--- config.mk ---
export PLATFORM = sky130hd
export DESIGN_NAME = query_parameter_locator_flat
export DESIGN_NICKNAME = d
export VERILOG_FILES = /design/src/hw/rtl/qpl_pkg.sv /design/src/hw/rtl/qpl_if.sv /design/src/hw/rtl/qpl_cfg_regs.sv /design/src/hw/rtl/qpl_key_match.sv /design/src/hw/rtl/qpl_scan_core.sv /design/src/hw/rtl/query_parameter_locator.sv /design/src/flat_wrapper.sv
export VERILOG_INCLUDE_DIRS = /design/src /design/src/hw/rtl
export SDC_FILE = /design/constraint.sdc
export NUM_CORES = 1
export LEC_CHECK = 0
export BUFFER_PORTS_ARGS = -buffer_cell sky130_fd_sc_hd__buf_4
export CAP_MARGIN = 20
export CORE_MARGIN = 3
export CORE_UTILIZATION = 25
export DETAILED_ROUTE_END_ITERATION = 8
export GPL_TIMING_DRIVEN = 0
export PLACE_DENSITY = 0.5
export SLEW_MARGIN = 20
export SYNTH_ARGS = -nofsm -noshare
export SYNTH_HDL_FRONTEND = slang
export SYNTH_SLANG_ARGS = --single-unit
--- constraint.sdc ---
create_clock -name clk -period 3.7 [get_ports clk]
set_input_delay 0 -clock clk [delete_from_list [all_inputs] [get_ports clk]]
set_output_delay 0 -clock clk [all_outputs]
set_load 0.01 [all_outputs]
--- src/hw/rtl/query_parameter_locator_defines.svh ---
// Assertion macros shared by the query parameter locator RTL.
// No dependencies; included by modules that carry assertions.
`ifndef QUERY_PARAMETER_LOCATOR_DEFINES_SVH
`define QUERY_PARAMETER_LOCATOR_DEFINES_SVH

// Same-cycle implication, disabled while reset is asserted.
`define QPL_ASSERT_IMPL(label, ck, rn, ante, cons) \
  label: assert property (@(posedge ck) disable iff (!rn) (ante) |-> (cons)) \
    else $error("qpl: assertion failed");

// Next-cycle implication, disabled while reset is asserted.
`define QPL_ASSERT_NEXT(label, ck, rn, ante, cons) \
  label: assert property (@(posedge ck) disable iff (!rn) (ante) |=> (cons)) \
    else $error("qpl: assertion failed");

`endif

--- src/hw/rtl/qpl_pkg.sv ---
// Package for the query parameter locator: widths, characters, register
// indexes, scan phases and the structs passed between modules. No dependencies.
`timescale 1ns / 1ps

package qpl_pkg;

  localparam int OFS_W             = 13;
  localparam int KEY_LEN_W         = 6;
  localparam int KEY_BYTES         = 32;
  localparam int CFG_DATA_W        = 64;
  localparam int CFG_IDX_W         = 3;
  localparam int DEF_MAX_QUERY_LEN = 4096;
  localparam int DEF_MAX_KEY_LEN   = 32;

  localparam logic [7:0] CHAR_AMP = 8'h26;  // '&'
  localparam logic [7:0] CHAR_EQ  = 8'h3D;  // '='

  typedef enum logic [CFG_IDX_W-1:0] {
    REG_KEY_LENGTH    = 3'd0,
    REG_KEY_LOW       = 3'd1,
    REG_KEY_MID_LOW   = 3'd2,
    REG_KEY_MID_HIGH  = 3'd3,
    REG_KEY_HIGH      = 3'd4
  } cfg_reg_t;

  typedef enum logic [1:0] {
    PH_SEARCH  = 2'd0,
    PH_EQ_SEEN = 2'd1,
    PH_VALUE   = 2'd2,
    PH_DONE    = 2'd3
  } phase_t;

  typedef struct packed {
    logic [KEY_LEN_W-1:0]   key_len;
    logic [8*KEY_BYTES-1:0] key_bytes;
  } cfg_t;

  typedef struct packed {
    logic             found;
    logic [OFS_W-1:0] key_offset;
    logic [OFS_W-1:0] value_offset;
    logic [OFS_W-1:0] value_end_offset;
    logic             too_long;
  } res_t;

endpackage

--- src/hw/rtl/qpl_if.sv ---
// Valid/ready channel interfaces for query bytes and scan results.
// No dependencies.
`timescale 1ns / 1ps

interface qpl_in_if;
  logic       valid;
  logic       ready;
  logic [7:0] query_byte;
  logic       end_of_string;

  modport source (output valid, query_byte, end_of_string, input ready);
  modport sink   (input valid, query_byte, end_of_string, output ready);
endinterface

interface qpl_out_if;
  logic        valid;
  logic        ready;
  logic        found;
  logic [12:0] key_offset;
  logic [12:0] value_offset;
  logic [12:0] value_end_offset;
  logic        too_long;

  modport source (output valid, found, key_offset, value_offset, value_end_offset,
                  too_long, input ready);
  modport sink   (input valid, found, key_offset, value_offset, value_end_offset,
                  too_long, output ready);
endinterface

--- src/hw/rtl/qpl_cfg_regs.sv ---
// Configuration registers: key length and the 32 key bytes.
// Depends on qpl_pkg.
`timescale 1ns / 1ps

module qpl_cfg_regs (
  input  logic                                clk,
  input  logic                                rst_n,
  input  logic                                cfg_wr_en,
  input  logic [qpl_pkg::CFG_IDX_W-1:0]       cfg_index,
  input  logic [qpl_pkg::CFG_DATA_W-1:0]      cfg_wdata,
  output qpl_pkg::cfg_t                       cfg
);

  qpl_pkg::cfg_t cfg_r;
  qpl_pkg::cfg_t cfg_nxt;

  always_comb begin
    cfg_nxt = cfg_r;
    if (cfg_wr_en) begin
      case (cfg_index)
        qpl_pkg::REG_KEY_LENGTH:   cfg_nxt.key_len = cfg_wdata[qpl_pkg::KEY_LEN_W-1:0];
        qpl_pkg::REG_KEY_LOW:      cfg_nxt.key_bytes[0   +: 64] = cfg_wdata;
        qpl_pkg::REG_KEY_MID_LOW:  cfg_nxt.key_bytes[64  +: 64] = cfg_wdata;
        qpl_pkg::REG_KEY_MID_HIGH: cfg_nxt.key_bytes[128 +: 64] = cfg_wdata;
        qpl_pkg::REG_KEY_HIGH:     cfg_nxt.key_bytes[192 +: 64] = cfg_wdata;
        default: ;  // unmapped index, dropped
      endcase
    end
  end

  always_ff @(posedge clk) begin
    if (!rst_n) begin
      cfg_r <= '0;
    end else begin
      cfg_r <= cfg_nxt;
    end
  end

  assign cfg = cfg_r;

endmodule

--- src/hw/rtl/qpl_key_match.sv ---
// Shift-and key matcher: advances every open field-start attempt by one byte.
// Depends on qpl_pkg.
`timescale 1ns / 1ps

module qpl_key_match #(
  parameter int MAX_KEY_LEN = qpl_pkg::DEF_MAX_KEY_LEN
) (
  input  qpl_pkg::cfg_t           cfg,
  input  logic [7:0]              qbyte,
  input  logic [MAX_KEY_LEN-1:0]  mask_in,
  input  logic                    fs_in,
  output logic [MAX_KEY_LEN-1:0]  mask_out,
  output logic                    hit,
  output logic                    len_ok
);

  logic [MAX_KEY_LEN-1:0] eq;
  logic [MAX_KEY_LEN-1:0] last_sel;

  always_comb begin
    for (int j = 0; j < MAX_KEY_LEN; j++) begin
      eq[j]       = (cfg.key_bytes[8*j +: 8] == qbyte) &&
                    (qpl_pkg::KEY_LEN_W'(j) < cfg.key_len);
      last_sel[j] = (cfg.key_len == qpl_pkg::KEY_LEN_W'(j + 1));
    end
  end

  // bit j set: key bytes 0..j matched, ending at this byte
  assign mask_out = ((mask_in << 1) | MAX_KEY_LEN'(fs_in)) & eq;
  assign hit      = |(mask_out & last_sel);
  assign len_ok   = (cfg.key_len != '0) &&
                    (cfg.key_len <= qpl_pkg::KEY_LEN_W'(MAX_KEY_LEN));

endmodule

--- src/hw/rtl/qpl_scan_core.sv ---
// Per-string scan state and result register; one byte retired per cycle unless a final byte waits for room.
// Depends on qpl_pkg, qpl_key_match and the assertion macro header.
`timescale 1ns / 1ps
`include "query_parameter_locator_defines.svh"

module qpl_scan_core #(
  parameter int MAX_QUERY_LEN = qpl_pkg::DEF_MAX_QUERY_LEN,
  parameter int MAX_KEY_LEN   = qpl_pkg::DEF_MAX_KEY_LEN
) (
  input  logic           clk,
  input  logic           rst_n,
  input  qpl_pkg::cfg_t  cfg,
  input  logic           item_vld,
  input  logic [7:0]     item_byte,
  input  logic           item_eos,
  output logic           item_take,
  input  logic           res_ready,
  output logic           res_vld,
  output qpl_pkg::res_t  res
);

  localparam int POS_W = $clog2(MAX_QUERY_LEN + 1);
  localparam int OFS_W = qpl_pkg::OFS_W;
  localparam int EXT_W = (POS_W > OFS_W) ? POS_W : OFS_W;

  logic [POS_W-1:0]       pos_r, pos_nxt;
  qpl_pkg::phase_t        phase_r, phase_nxt;
  logic [MAX_KEY_LEN-1:0] mask_r, mask_nxt;
  logic                   fs_r, fs_nxt;
  logic                   pend_r, pend_nxt;
  logic [OFS_W-1:0]       key_off_r, key_off_nxt;
  logic [OFS_W-1:0]       val_off_r, val_off_nxt;
  logic [OFS_W-1:0]       val_end_r, val_end_nxt;
  logic                   match_r, match_nxt;
  logic                   ovf_r, ovf_nxt;
  logic                   res_vld_r, res_vld_nxt;
  qpl_pkg::res_t          res_r, res_nxt;

  logic                   fire;
  logic [POS_W-1:0]       pos_inc;
  logic [EXT_W-1:0]       pos_ext, inc_ext, end_ext;
  logic [MAX_KEY_LEN-1:0] km_mask;
  logic                   km_hit, km_len_ok;
  logic                   is_amp;

  qpl_key_match #(.MAX_KEY_LEN(MAX_KEY_LEN)) u_match (
    .cfg      (cfg),
    .qbyte    (item_byte),
    .mask_in  (mask_r),
    .fs_in    (fs_r),
    .mask_out (km_mask),
    .hit      (km_hit),
    .len_ok   (km_len_ok)
  );

  // a final byte needs room in the result register; others always go
  assign item_take = !item_eos || !res_vld_r || res_ready;
  assign fire      = item_vld && item_take;
  assign is_amp    = (item_byte == qpl_pkg::CHAR_AMP);
  assign pos_inc   = pos_r + POS_W'(1);
  assign pos_ext   = EXT_W'(pos_r);
  assign inc_ext   = EXT_W'(pos_inc);

  always_comb begin
    pos_nxt     = pos_r;
    phase_nxt   = phase_r;
    mask_nxt    = mask_r;
    fs_nxt      = fs_r;
    pend_nxt    = pend_r;
    key_off_nxt = key_off_r;
    val_off_nxt = val_off_r;
    val_end_nxt = val_end_r;
    match_nxt   = match_r;
    ovf_nxt     = ovf_r;
    res_nxt     = res_r;
    res_vld_nxt = res_vld_r && !res_ready;

    if (fire && !ovf_r) begin
      if (pos_r >= POS_W'(MAX_QUERY_LEN)) begin
        ovf_nxt = 1'b1;
      end else begin
        pos_nxt = pos_inc;
        unique case (phase_r)
          qpl_pkg::PH_SEARCH: begin
            if (pend_r && item_byte == qpl_pkg::CHAR_EQ) begin
              phase_nxt   = qpl_pkg::PH_EQ_SEEN;
              key_off_nxt = pos_ext[OFS_W-1:0] - OFS_W'(cfg.key_len);
              val_off_nxt = inc_ext[OFS_W-1:0];
              pend_nxt    = 1'b0;
            end else if (!km_len_ok) begin
              mask_nxt = '0;
              pend_nxt = 1'b0;
              fs_nxt   = is_amp;
            end else begin
              mask_nxt = km_mask;
              pend_nxt = km_hit;
              fs_nxt   = is_amp;
            end
          end
          qpl_pkg::PH_EQ_SEEN: begin
            match_nxt = 1'b1;
            if (is_amp) begin
              val_end_nxt = pos_ext[OFS_W-1:0];
              phase_nxt   = qpl_pkg::PH_DONE;
            end else begin
              phase_nxt = qpl_pkg::PH_VALUE;
            end
          end
          qpl_pkg::PH_VALUE: begin
            if (is_amp) begin
              val_end_nxt = pos_ext[OFS_W-1:0];
              phase_nxt   = qpl_pkg::PH_DONE;
            end
          end
          qpl_pkg::PH_DONE: ;
          default: ;
        endcase
      end
    end

    // string length after this byte, taken before the restart below
    end_ext = EXT_W'(pos_nxt);

    if (fire && item_eos) begin
      res_vld_nxt = 1'b1;
      if (ovf_nxt || !match_nxt) begin
        res_nxt          = '0;
        res_nxt.too_long = ovf_nxt;
      end else begin
        res_nxt.found            = 1'b1;
        res_nxt.key_offset       = key_off_nxt;
        res_nxt.value_offset     = val_off_nxt;
        res_nxt.value_end_offset = (phase_nxt == qpl_pkg::PH_VALUE) ?
                                   end_ext[OFS_W-1:0] : val_end_nxt;
        res_nxt.too_long         = 1'b0;
      end
      // next byte starts a new string
      pos_nxt     = '0;
      phase_nxt   = qpl_pkg::PH_SEARCH;
      mask_nxt    = '0;
      fs_nxt      = 1'b1;
      pend_nxt    = 1'b0;
      key_off_nxt = '0;
      val_off_nxt = '0;
      val_end_nxt = '0;
      match_nxt   = 1'b0;
      ovf_nxt     = 1'b0;
    end
  end

  always_ff @(posedge clk) begin
    if (!rst_n) begin
      pos_r     <= '0;
      phase_r   <= qpl_pkg::PH_SEARCH;
      mask_r    <= '0;
      fs_r      <= 1'b1;
      pend_r    <= 1'b0;
      key_off_r <= '0;
      val_off_r <= '0;
      val_end_r <= '0;
      match_r   <= 1'b0;
      ovf_r     <= 1'b0;
      res_vld_r <= 1'b0;
    end else begin
      pos_r     <= pos_nxt;
      phase_r   <= phase_nxt;
      mask_r    <= mask_nxt;
      fs_r      <= fs_nxt;
      pend_r    <= pend_nxt;
      key_off_r <= key_off_nxt;
      val_off_r <= val_off_nxt;
      val_end_r <= val_end_nxt;
      match_r   <= match_nxt;
      ovf_r     <= ovf_nxt;
      res_vld_r <= res_vld_nxt;
    end
  end

  always_ff @(posedge clk) begin
    res_r <= res_nxt;
  end

  assign res_vld = res_vld_r;
  assign res     = res_r;

  `QPL_ASSERT_IMPL(a_pos_bound, clk, rst_n, 1'b1, pos_r <= POS_W'(MAX_QUERY_LEN))
  `QPL_ASSERT_NEXT(a_eos_clears, clk, rst_n, fire && item_eos,
                   pos_r == '0 && phase_r == qpl_pkg::PH_SEARCH && res_vld_r)
  `QPL_ASSERT_IMPL(a_no_pend_after_key, clk, rst_n, phase_r != qpl_pkg::PH_SEARCH, !pend_r)
  `QPL_ASSERT_IMPL(a_found_not_long, clk, rst_n, res_vld_r && res_r.found, !res_r.too_long)
endmodule

--- src/hw/rtl/query_parameter_locator.sv ---
// Query parameter locator: a final byte passes the input register, then the result
// register, which stalls it while it still holds a result that is not taken.
// Throughput 1 byte per cycle unless so stalled; the byte-position update and key match
// close in one stage. Synchronous active-low reset clears the key registers to zero
// and the scan state to the start of a new string; no clearing pass.
`timescale 1ns / 1ps

module query_parameter_locator #(
  parameter int MAX_QUERY_LEN = qpl_pkg::DEF_MAX_QUERY_LEN,
  parameter int MAX_KEY_LEN   = qpl_pkg::DEF_MAX_KEY_LEN
) (
  input  logic                             clk,
  input  logic                             rst_n,
  qpl_in_if.sink                           in_req,
  qpl_out_if.source                        out_res,
  input  logic                             cfg_wr_en,
  input  logic [qpl_pkg::CFG_IDX_W-1:0]    cfg_index,
  input  logic [qpl_pkg::CFG_DATA_W-1:0]   cfg_wdata
);

  qpl_pkg::cfg_t cfg;
  qpl_pkg::res_t res;
  logic          res_vld;
  logic          core_take;

  logic          in_vld_r, in_vld_nxt;
  logic [7:0]    in_byte_r;
  logic          in_eos_r;
  logic          in_accept;

  qpl_cfg_regs u_cfg (
    .clk       (clk),
    .rst_n     (rst_n),
    .cfg_wr_en (cfg_wr_en),
    .cfg_index (cfg_index),
    .cfg_wdata (cfg_wdata),
    .cfg       (cfg)
  );

  // input register: refills in the same cycle the core takes its byte
  assign in_req.ready = !in_vld_r || core_take;
  assign in_accept    = in_req.valid && in_req.ready;
  assign in_vld_nxt   = in_accept || (in_vld_r && !core_take);

  always_ff @(posedge clk) begin
    if (!rst_n) begin
      in_vld_r <= 1'b0;
    end else begin
      in_vld_r <= in_vld_nxt;
    end
  end

  always_ff @(posedge clk) begin
    if (in_accept) begin
      in_byte_r <= in_req.query_byte;
      in_eos_r  <= in_req.end_of_string;
    end
  end

  qpl_scan_core #(
    .MAX_QUERY_LEN (MAX_QUERY_LEN),
    .MAX_KEY_LEN   (MAX_KEY_LEN)
  ) u_core (
    .clk       (clk),
    .rst_n     (rst_n),
    .cfg       (cfg),
    .item_vld  (in_vld_r),
    .item_byte (in_byte_r),
    .item_eos  (in_eos_r),
    .item_take (core_take),
    .res_ready (out_res.ready),
    .res_vld   (res_vld),
    .res       (res)
  );

  assign out_res.valid            = res_vld;
  assign out_res.found            = res.found;
  assign out_res.key_offset       = res.key_offset;
  assign out_res.value_offset     = res.value_offset;
  assign out_res.value_end_offset = res.value_end_offset;
  assign out_res.too_long         = res.too_long;

endmodule
--- src/flat_wrapper.sv ---
// flat-port wrapper written by rule: the top's interface ports become plain ports
module query_parameter_locator_flat 
#(
  parameter int MAX_QUERY_LEN = qpl_pkg::DEF_MAX_QUERY_LEN,
  parameter int MAX_KEY_LEN   = qpl_pkg::DEF_MAX_KEY_LEN
)
  (clk, rst_n, cfg_wr_en, cfg_index, cfg_wdata, in_req_valid, in_req_query_byte, in_req_end_of_string, in_req_ready, out_res_valid, out_res_found, out_res_key_offset, out_res_value_offset, out_res_value_end_offset, out_res_too_long, out_res_ready);
  qpl_in_if in_req_i ();
  qpl_out_if out_res_i ();
  input  logic clk;
  input  logic rst_n;
  input  logic cfg_wr_en;
  input  logic [qpl_pkg::CFG_IDX_W-1:0] cfg_index;
  input  logic [qpl_pkg::CFG_DATA_W-1:0] cfg_wdata;
  input wire logic [$bits(in_req_i.valid)-1:0] in_req_valid;
  input wire logic [$bits(in_req_i.query_byte)-1:0] in_req_query_byte;
  input wire logic [$bits(in_req_i.end_of_string)-1:0] in_req_end_of_string;
  output wire logic [$bits(in_req_i.ready)-1:0] in_req_ready;
  output wire logic [$bits(out_res_i.valid)-1:0] out_res_valid;
  output wire logic [$bits(out_res_i.found)-1:0] out_res_found;
  output wire logic [$bits(out_res_i.key_offset)-1:0] out_res_key_offset;
  output wire logic [$bits(out_res_i.value_offset)-1:0] out_res_value_offset;
  output wire logic [$bits(out_res_i.value_end_offset)-1:0] out_res_value_end_offset;
  output wire logic [$bits(out_res_i.too_long)-1:0] out_res_too_long;
  input wire logic [$bits(out_res_i.ready)-1:0] out_res_ready;
  assign in_req_i.valid = in_req_valid;
  assign in_req_i.query_byte = in_req_query_byte;
  assign in_req_i.end_of_string = in_req_end_of_string;
  assign in_req_ready = in_req_i.ready;
  assign out_res_valid = out_res_i.valid;
  assign out_res_found = out_res_i.found;
  assign out_res_key_offset = out_res_i.key_offset;
  assign out_res_value_offset = out_res_i.value_offset;
  assign out_res_value_end_offset = out_res_i.value_end_offset;
  assign out_res_too_long = out_res_i.too_long;
  assign out_res_i.ready = out_res_ready;
  query_parameter_locator #(.MAX_QUERY_LEN(MAX_QUERY_LEN), .MAX_KEY_LEN(MAX_KEY_LEN)) u_core (.clk(clk), .rst_n(rst_n), .in_req(in_req_i), .out_res(out_res_i), .cfg_wr_en(cfg_wr_en), .cfg_index(cfg_index), .cfg_wdata(cfg_wdata));
endmodule
==> results by group <==
Setup path
  – Critical Path End Type: register
  – Worst setup SP type: register
  – Worst Path Class, Setup: reg -> reg
  – Worst path required time: 4.09 ns
  – CP max FO: 10
  – WP data arrival: 3.84 ns

Clock network
  – Clock sinks: 403
  – Clk_lat worst skew: 0.59 ns
  – Total CTS buffers: 46
  – Post-CTS setup buffers: 0
  – H-tree lvl count: 2
  – Clock tree buffer depth: 3
  – CTS clk-pin slew, worst paths: 0.06 ns
  – CTS tree: yes
  – Root buf cell: clkbuf_16

Yosys
  – EDFF count, synth: 50
  – Count leader, synth: nand2_1
  – Net Count, Synth: 2396
  – Flop and latch count out of synthesis: 403
  – Synth Warn #: 0
  – Cell count after synthesis: 2301
  – Async SR Flop Fraction: 0%
  – Post-synth top area share: 36.46%
  – Library cells used by synthesis: 68
  – Most frequent cells after synthesis: nand2_1, dfxtp_1, a21boi_0
  – Seq/Total Area, Yosys: 44.21%
  – Cell taking the most area after synthesis: dfxtp_1
  – Post-Syn Area: 19380 um^2
  – Avg Cell Area, Syn: 8.423 um^2
  – Synth Flop Type: dfxtp_1
  – Synth area leaders: dfxtp_1, nand2_1, a21boi_0, xnor2_1, edfxtp_1

Die
  – Die width: 284.4 um
  – Initial Utilization: 25.39%
  – Die area: 80900 um^2
  – Die Height: 284.4 um
  – Top-Level Pins: 124
  – Core area: 76330 um^2
  – Row Count: 101

Routing
  – Wire per inst: 20.29 um
  – WL met1: 34460 um
  – DRT Pass-1 Iters: 5
  – Remaining DRCs: 0
  – Via count: 16693
  – Vias per inst: 4.615
  – DR top layer: met5
  – Routed wl met3: 3691 um
  – Iter 0 DRT Violations: 1183
  – Met2 routed WL: 33190 um
  – Final ANT Viol Nets: 0
  – Routed WL: 73400 um

Pwr
  – Pwr Density: 436.6 nW/um^2
  – Comb power frac: 10.1%
  – Clock power share: 46.3%
  – Int Pwr: 7789 uW
  – Worst vdd ir: 0.3164 mV
  – Switching Share: 25.60%
  – Leakage Power: 0.007878 uW
  – Sw power: 2679 uW
  – Sequential Power Share: 43.6%

Global route
  – Initial antenna violation count: 4
  – Total GRT Usage: 17.61%
  – First-pass GRT wire length: 107600 um
  – GRT overflow: 0
  – Vias in the first global route: 16158
  – Largest net degree at the start of global routing: 36

STA
  – Hold WS: 0.04064 ns
  – Final Max Tran Viols: 0
  – Max-slew headroom: 22.28%
  – Worst slew pin tran: 1.166 ns
  – Final worst path period need: 3.446 ns
  – Setup TNS: 0 ns
  – Setup-failing EPs final: 0
  – Achievable clock frequency: 0.2902 GHz
  – RSZ-0062 raised after global routing: false
  – Hold Vio Cnt, Final: 0
  – Tcrit/Tclk final: 93.13%
  – Worst Skew: 0.02490 ns

Layout
  – Fillers: 8343
  – Post-route cell area: 23980 um^2
  – Area growth from synthesis to layout: 23.72%
  – Area of the multi-input gates: 9956 um^2
  – Reg area: 8569 um^2
  – Share of layout cells above drive strength 1: 10.02%
  – Layout net count: 2647

Worst hold path
  – Worst hold path type: in -> reg

Job
  – Max Cap Viol: 0

Placed design
  – Number of port buffers: 122
  – Dpl hpwl: 52460 um
  – Routability cong.: 0.9354
  – Area after DPL: 21620 um^2

Run status
  – Status: finished, final reports clean
==> timing repair <==
item,CTS,global route
gates resized for setup,0,4
hold buffers,79,0
hold endpoints to repair,275,0
setup endpoints to repair,0,12
==> critical path, stage by stage (launching register included) <==
cell	delay, ns
edfxtp_1	0.31
buf_2	0.39
buf_6	0.29
buf_4	0.39
nand2_1	0.18
nor4_1	0.38
o41ai_2	0.15
a21oi_1	0.61
o21ai_0	0.23
a21oi_1	0.28
==> through the flow <==
stage                     total power [uW]  worst slack, ns  instances  util, %
final                                10470           0.2542       3617    31.41
after global routing                 10830           0.1278       3617    31.41
after CTS                            10570          0.08281       3616    31.40
after detailed placement              5638           0.1338       3455    28.32
after global placement                5634          0.08099       3453    28.28
after floorplan                       5191           0.9354       2301        -
==> power groups by stage <==
stage	Sequential [uW]	Combinational, uW	Clock, uW
after floorplan	4650	540	0
after global placement	4660	978	0
after detailed placement	4660	982	0
after CTS	4560	1060	4960
after global routing	4570	1130	5130
final	4560	1060	4850
==> state kept, by name (all words and copies together), names as in the netlist, 8 cells and up <==
signal and cells:
u_core.u_core.pos_ext 13, u_core.u_core.val_end_r 13, u_core.u_core.res 41, u_core.in_byte_r 8
u_core.u_core.key_off_r 13, u_core.u_core.val_off_r 13, u_core.u_core.mask_r 31, u_core.u_cfg.cfg 262
==> area by class of cell <==
cell class,count,area share (%)
Multi-Input combinational cell,1707,41.52
Buffer,174,3.340
Clock buffer,62,5.437
Inverter,17,0.2766
Timing Repair Buffer,203,7.248
Clock inverter,20,1.054
Sequential cell,403,35.74
Antenna cell,1,0.01044
Tap cell,1030,5.375
==> logic make-up after synthesis <==
family          after synthesis  share of synthesized area, %
flops                       403                         44.21
mux                           6                        0.3163
buf+inv                     191                         4.467
simple gates                967                         21.62
compound gates              434                         15.52
fa+ha+maj                    14                        0.9426
xor+xnor                    286                         12.92
==> layer usage <==
metal,GRT usage (%),up-vias
met2,28.38,405
met4,5.183,2
li1,-,8195
met5,0,-
met3,2.678,102
met1,24.32,7989
==> path summary, 6_finish.rpt <==
kind,to,cells past startpoint,startpoint,slack (ns)
setup / recovery,u_core.u_core.res[3]$_SDFFCE_PN0P_,9,u_core.in_byte_r[4]$_DFFE_PP_,0.25
hold / removal,u_core.u_cfg.cfg[256]$_SDFFE_PN0P_,5,cfg_index[2],0.04
setup reg to reg,u_core.u_core.res[3]$_SDFFCE_PN0P_,9,u_core.in_byte_r[4]$_DFFE_PP_,0.25
hold reg to reg,u_core.u_core.val_end_r[12]$_SDFF_PP0_,2,u_core.u_core.val_end_r[12]$_SDFF_PP0_,0.43
==> layout by cell type, fill, tap and decap left out, types with 4 or more instances in the layout <==
master,synthesis,layout
or2_2,6,6
a31oi_1,5,5
edfxtp_1,50,50
bufinv_16,0,6
nand4_1,39,39
clkbuf_1,125,133
mux2i_1,5,5
a21boi_0,260,260
a22oi_1,4,4
buf_4,17,139
buf_1,6,6
nand2b_1,6,6
xor2_1,96,96
buf_6,8,9
nor2b_1,15,15
nor4_1,31,31
clkinv_1,0,4
and3_1,10,10
o21ai_0,18,18
o211ai_1,6,6
o2111ai_1,5,5
xnor2_1,190,190
nand3_1,57,57
nor2_1,118,117
and2_1,8,8
or4_1,5,5
dfxtp_1,353,352
clkbuf_16,0,48
dlygate4sd3_1,0,79
clkbuf_8,0,5
nand2_1,610,610
buf_2,18,18
nor3_1,38,37
inv_1,15,14
clkinv_2,0,8
ha_1,13,13
a21oi_1,98,98
a211oi_1,10,10
Note: power is estimated with default switching activity, not from simulation.
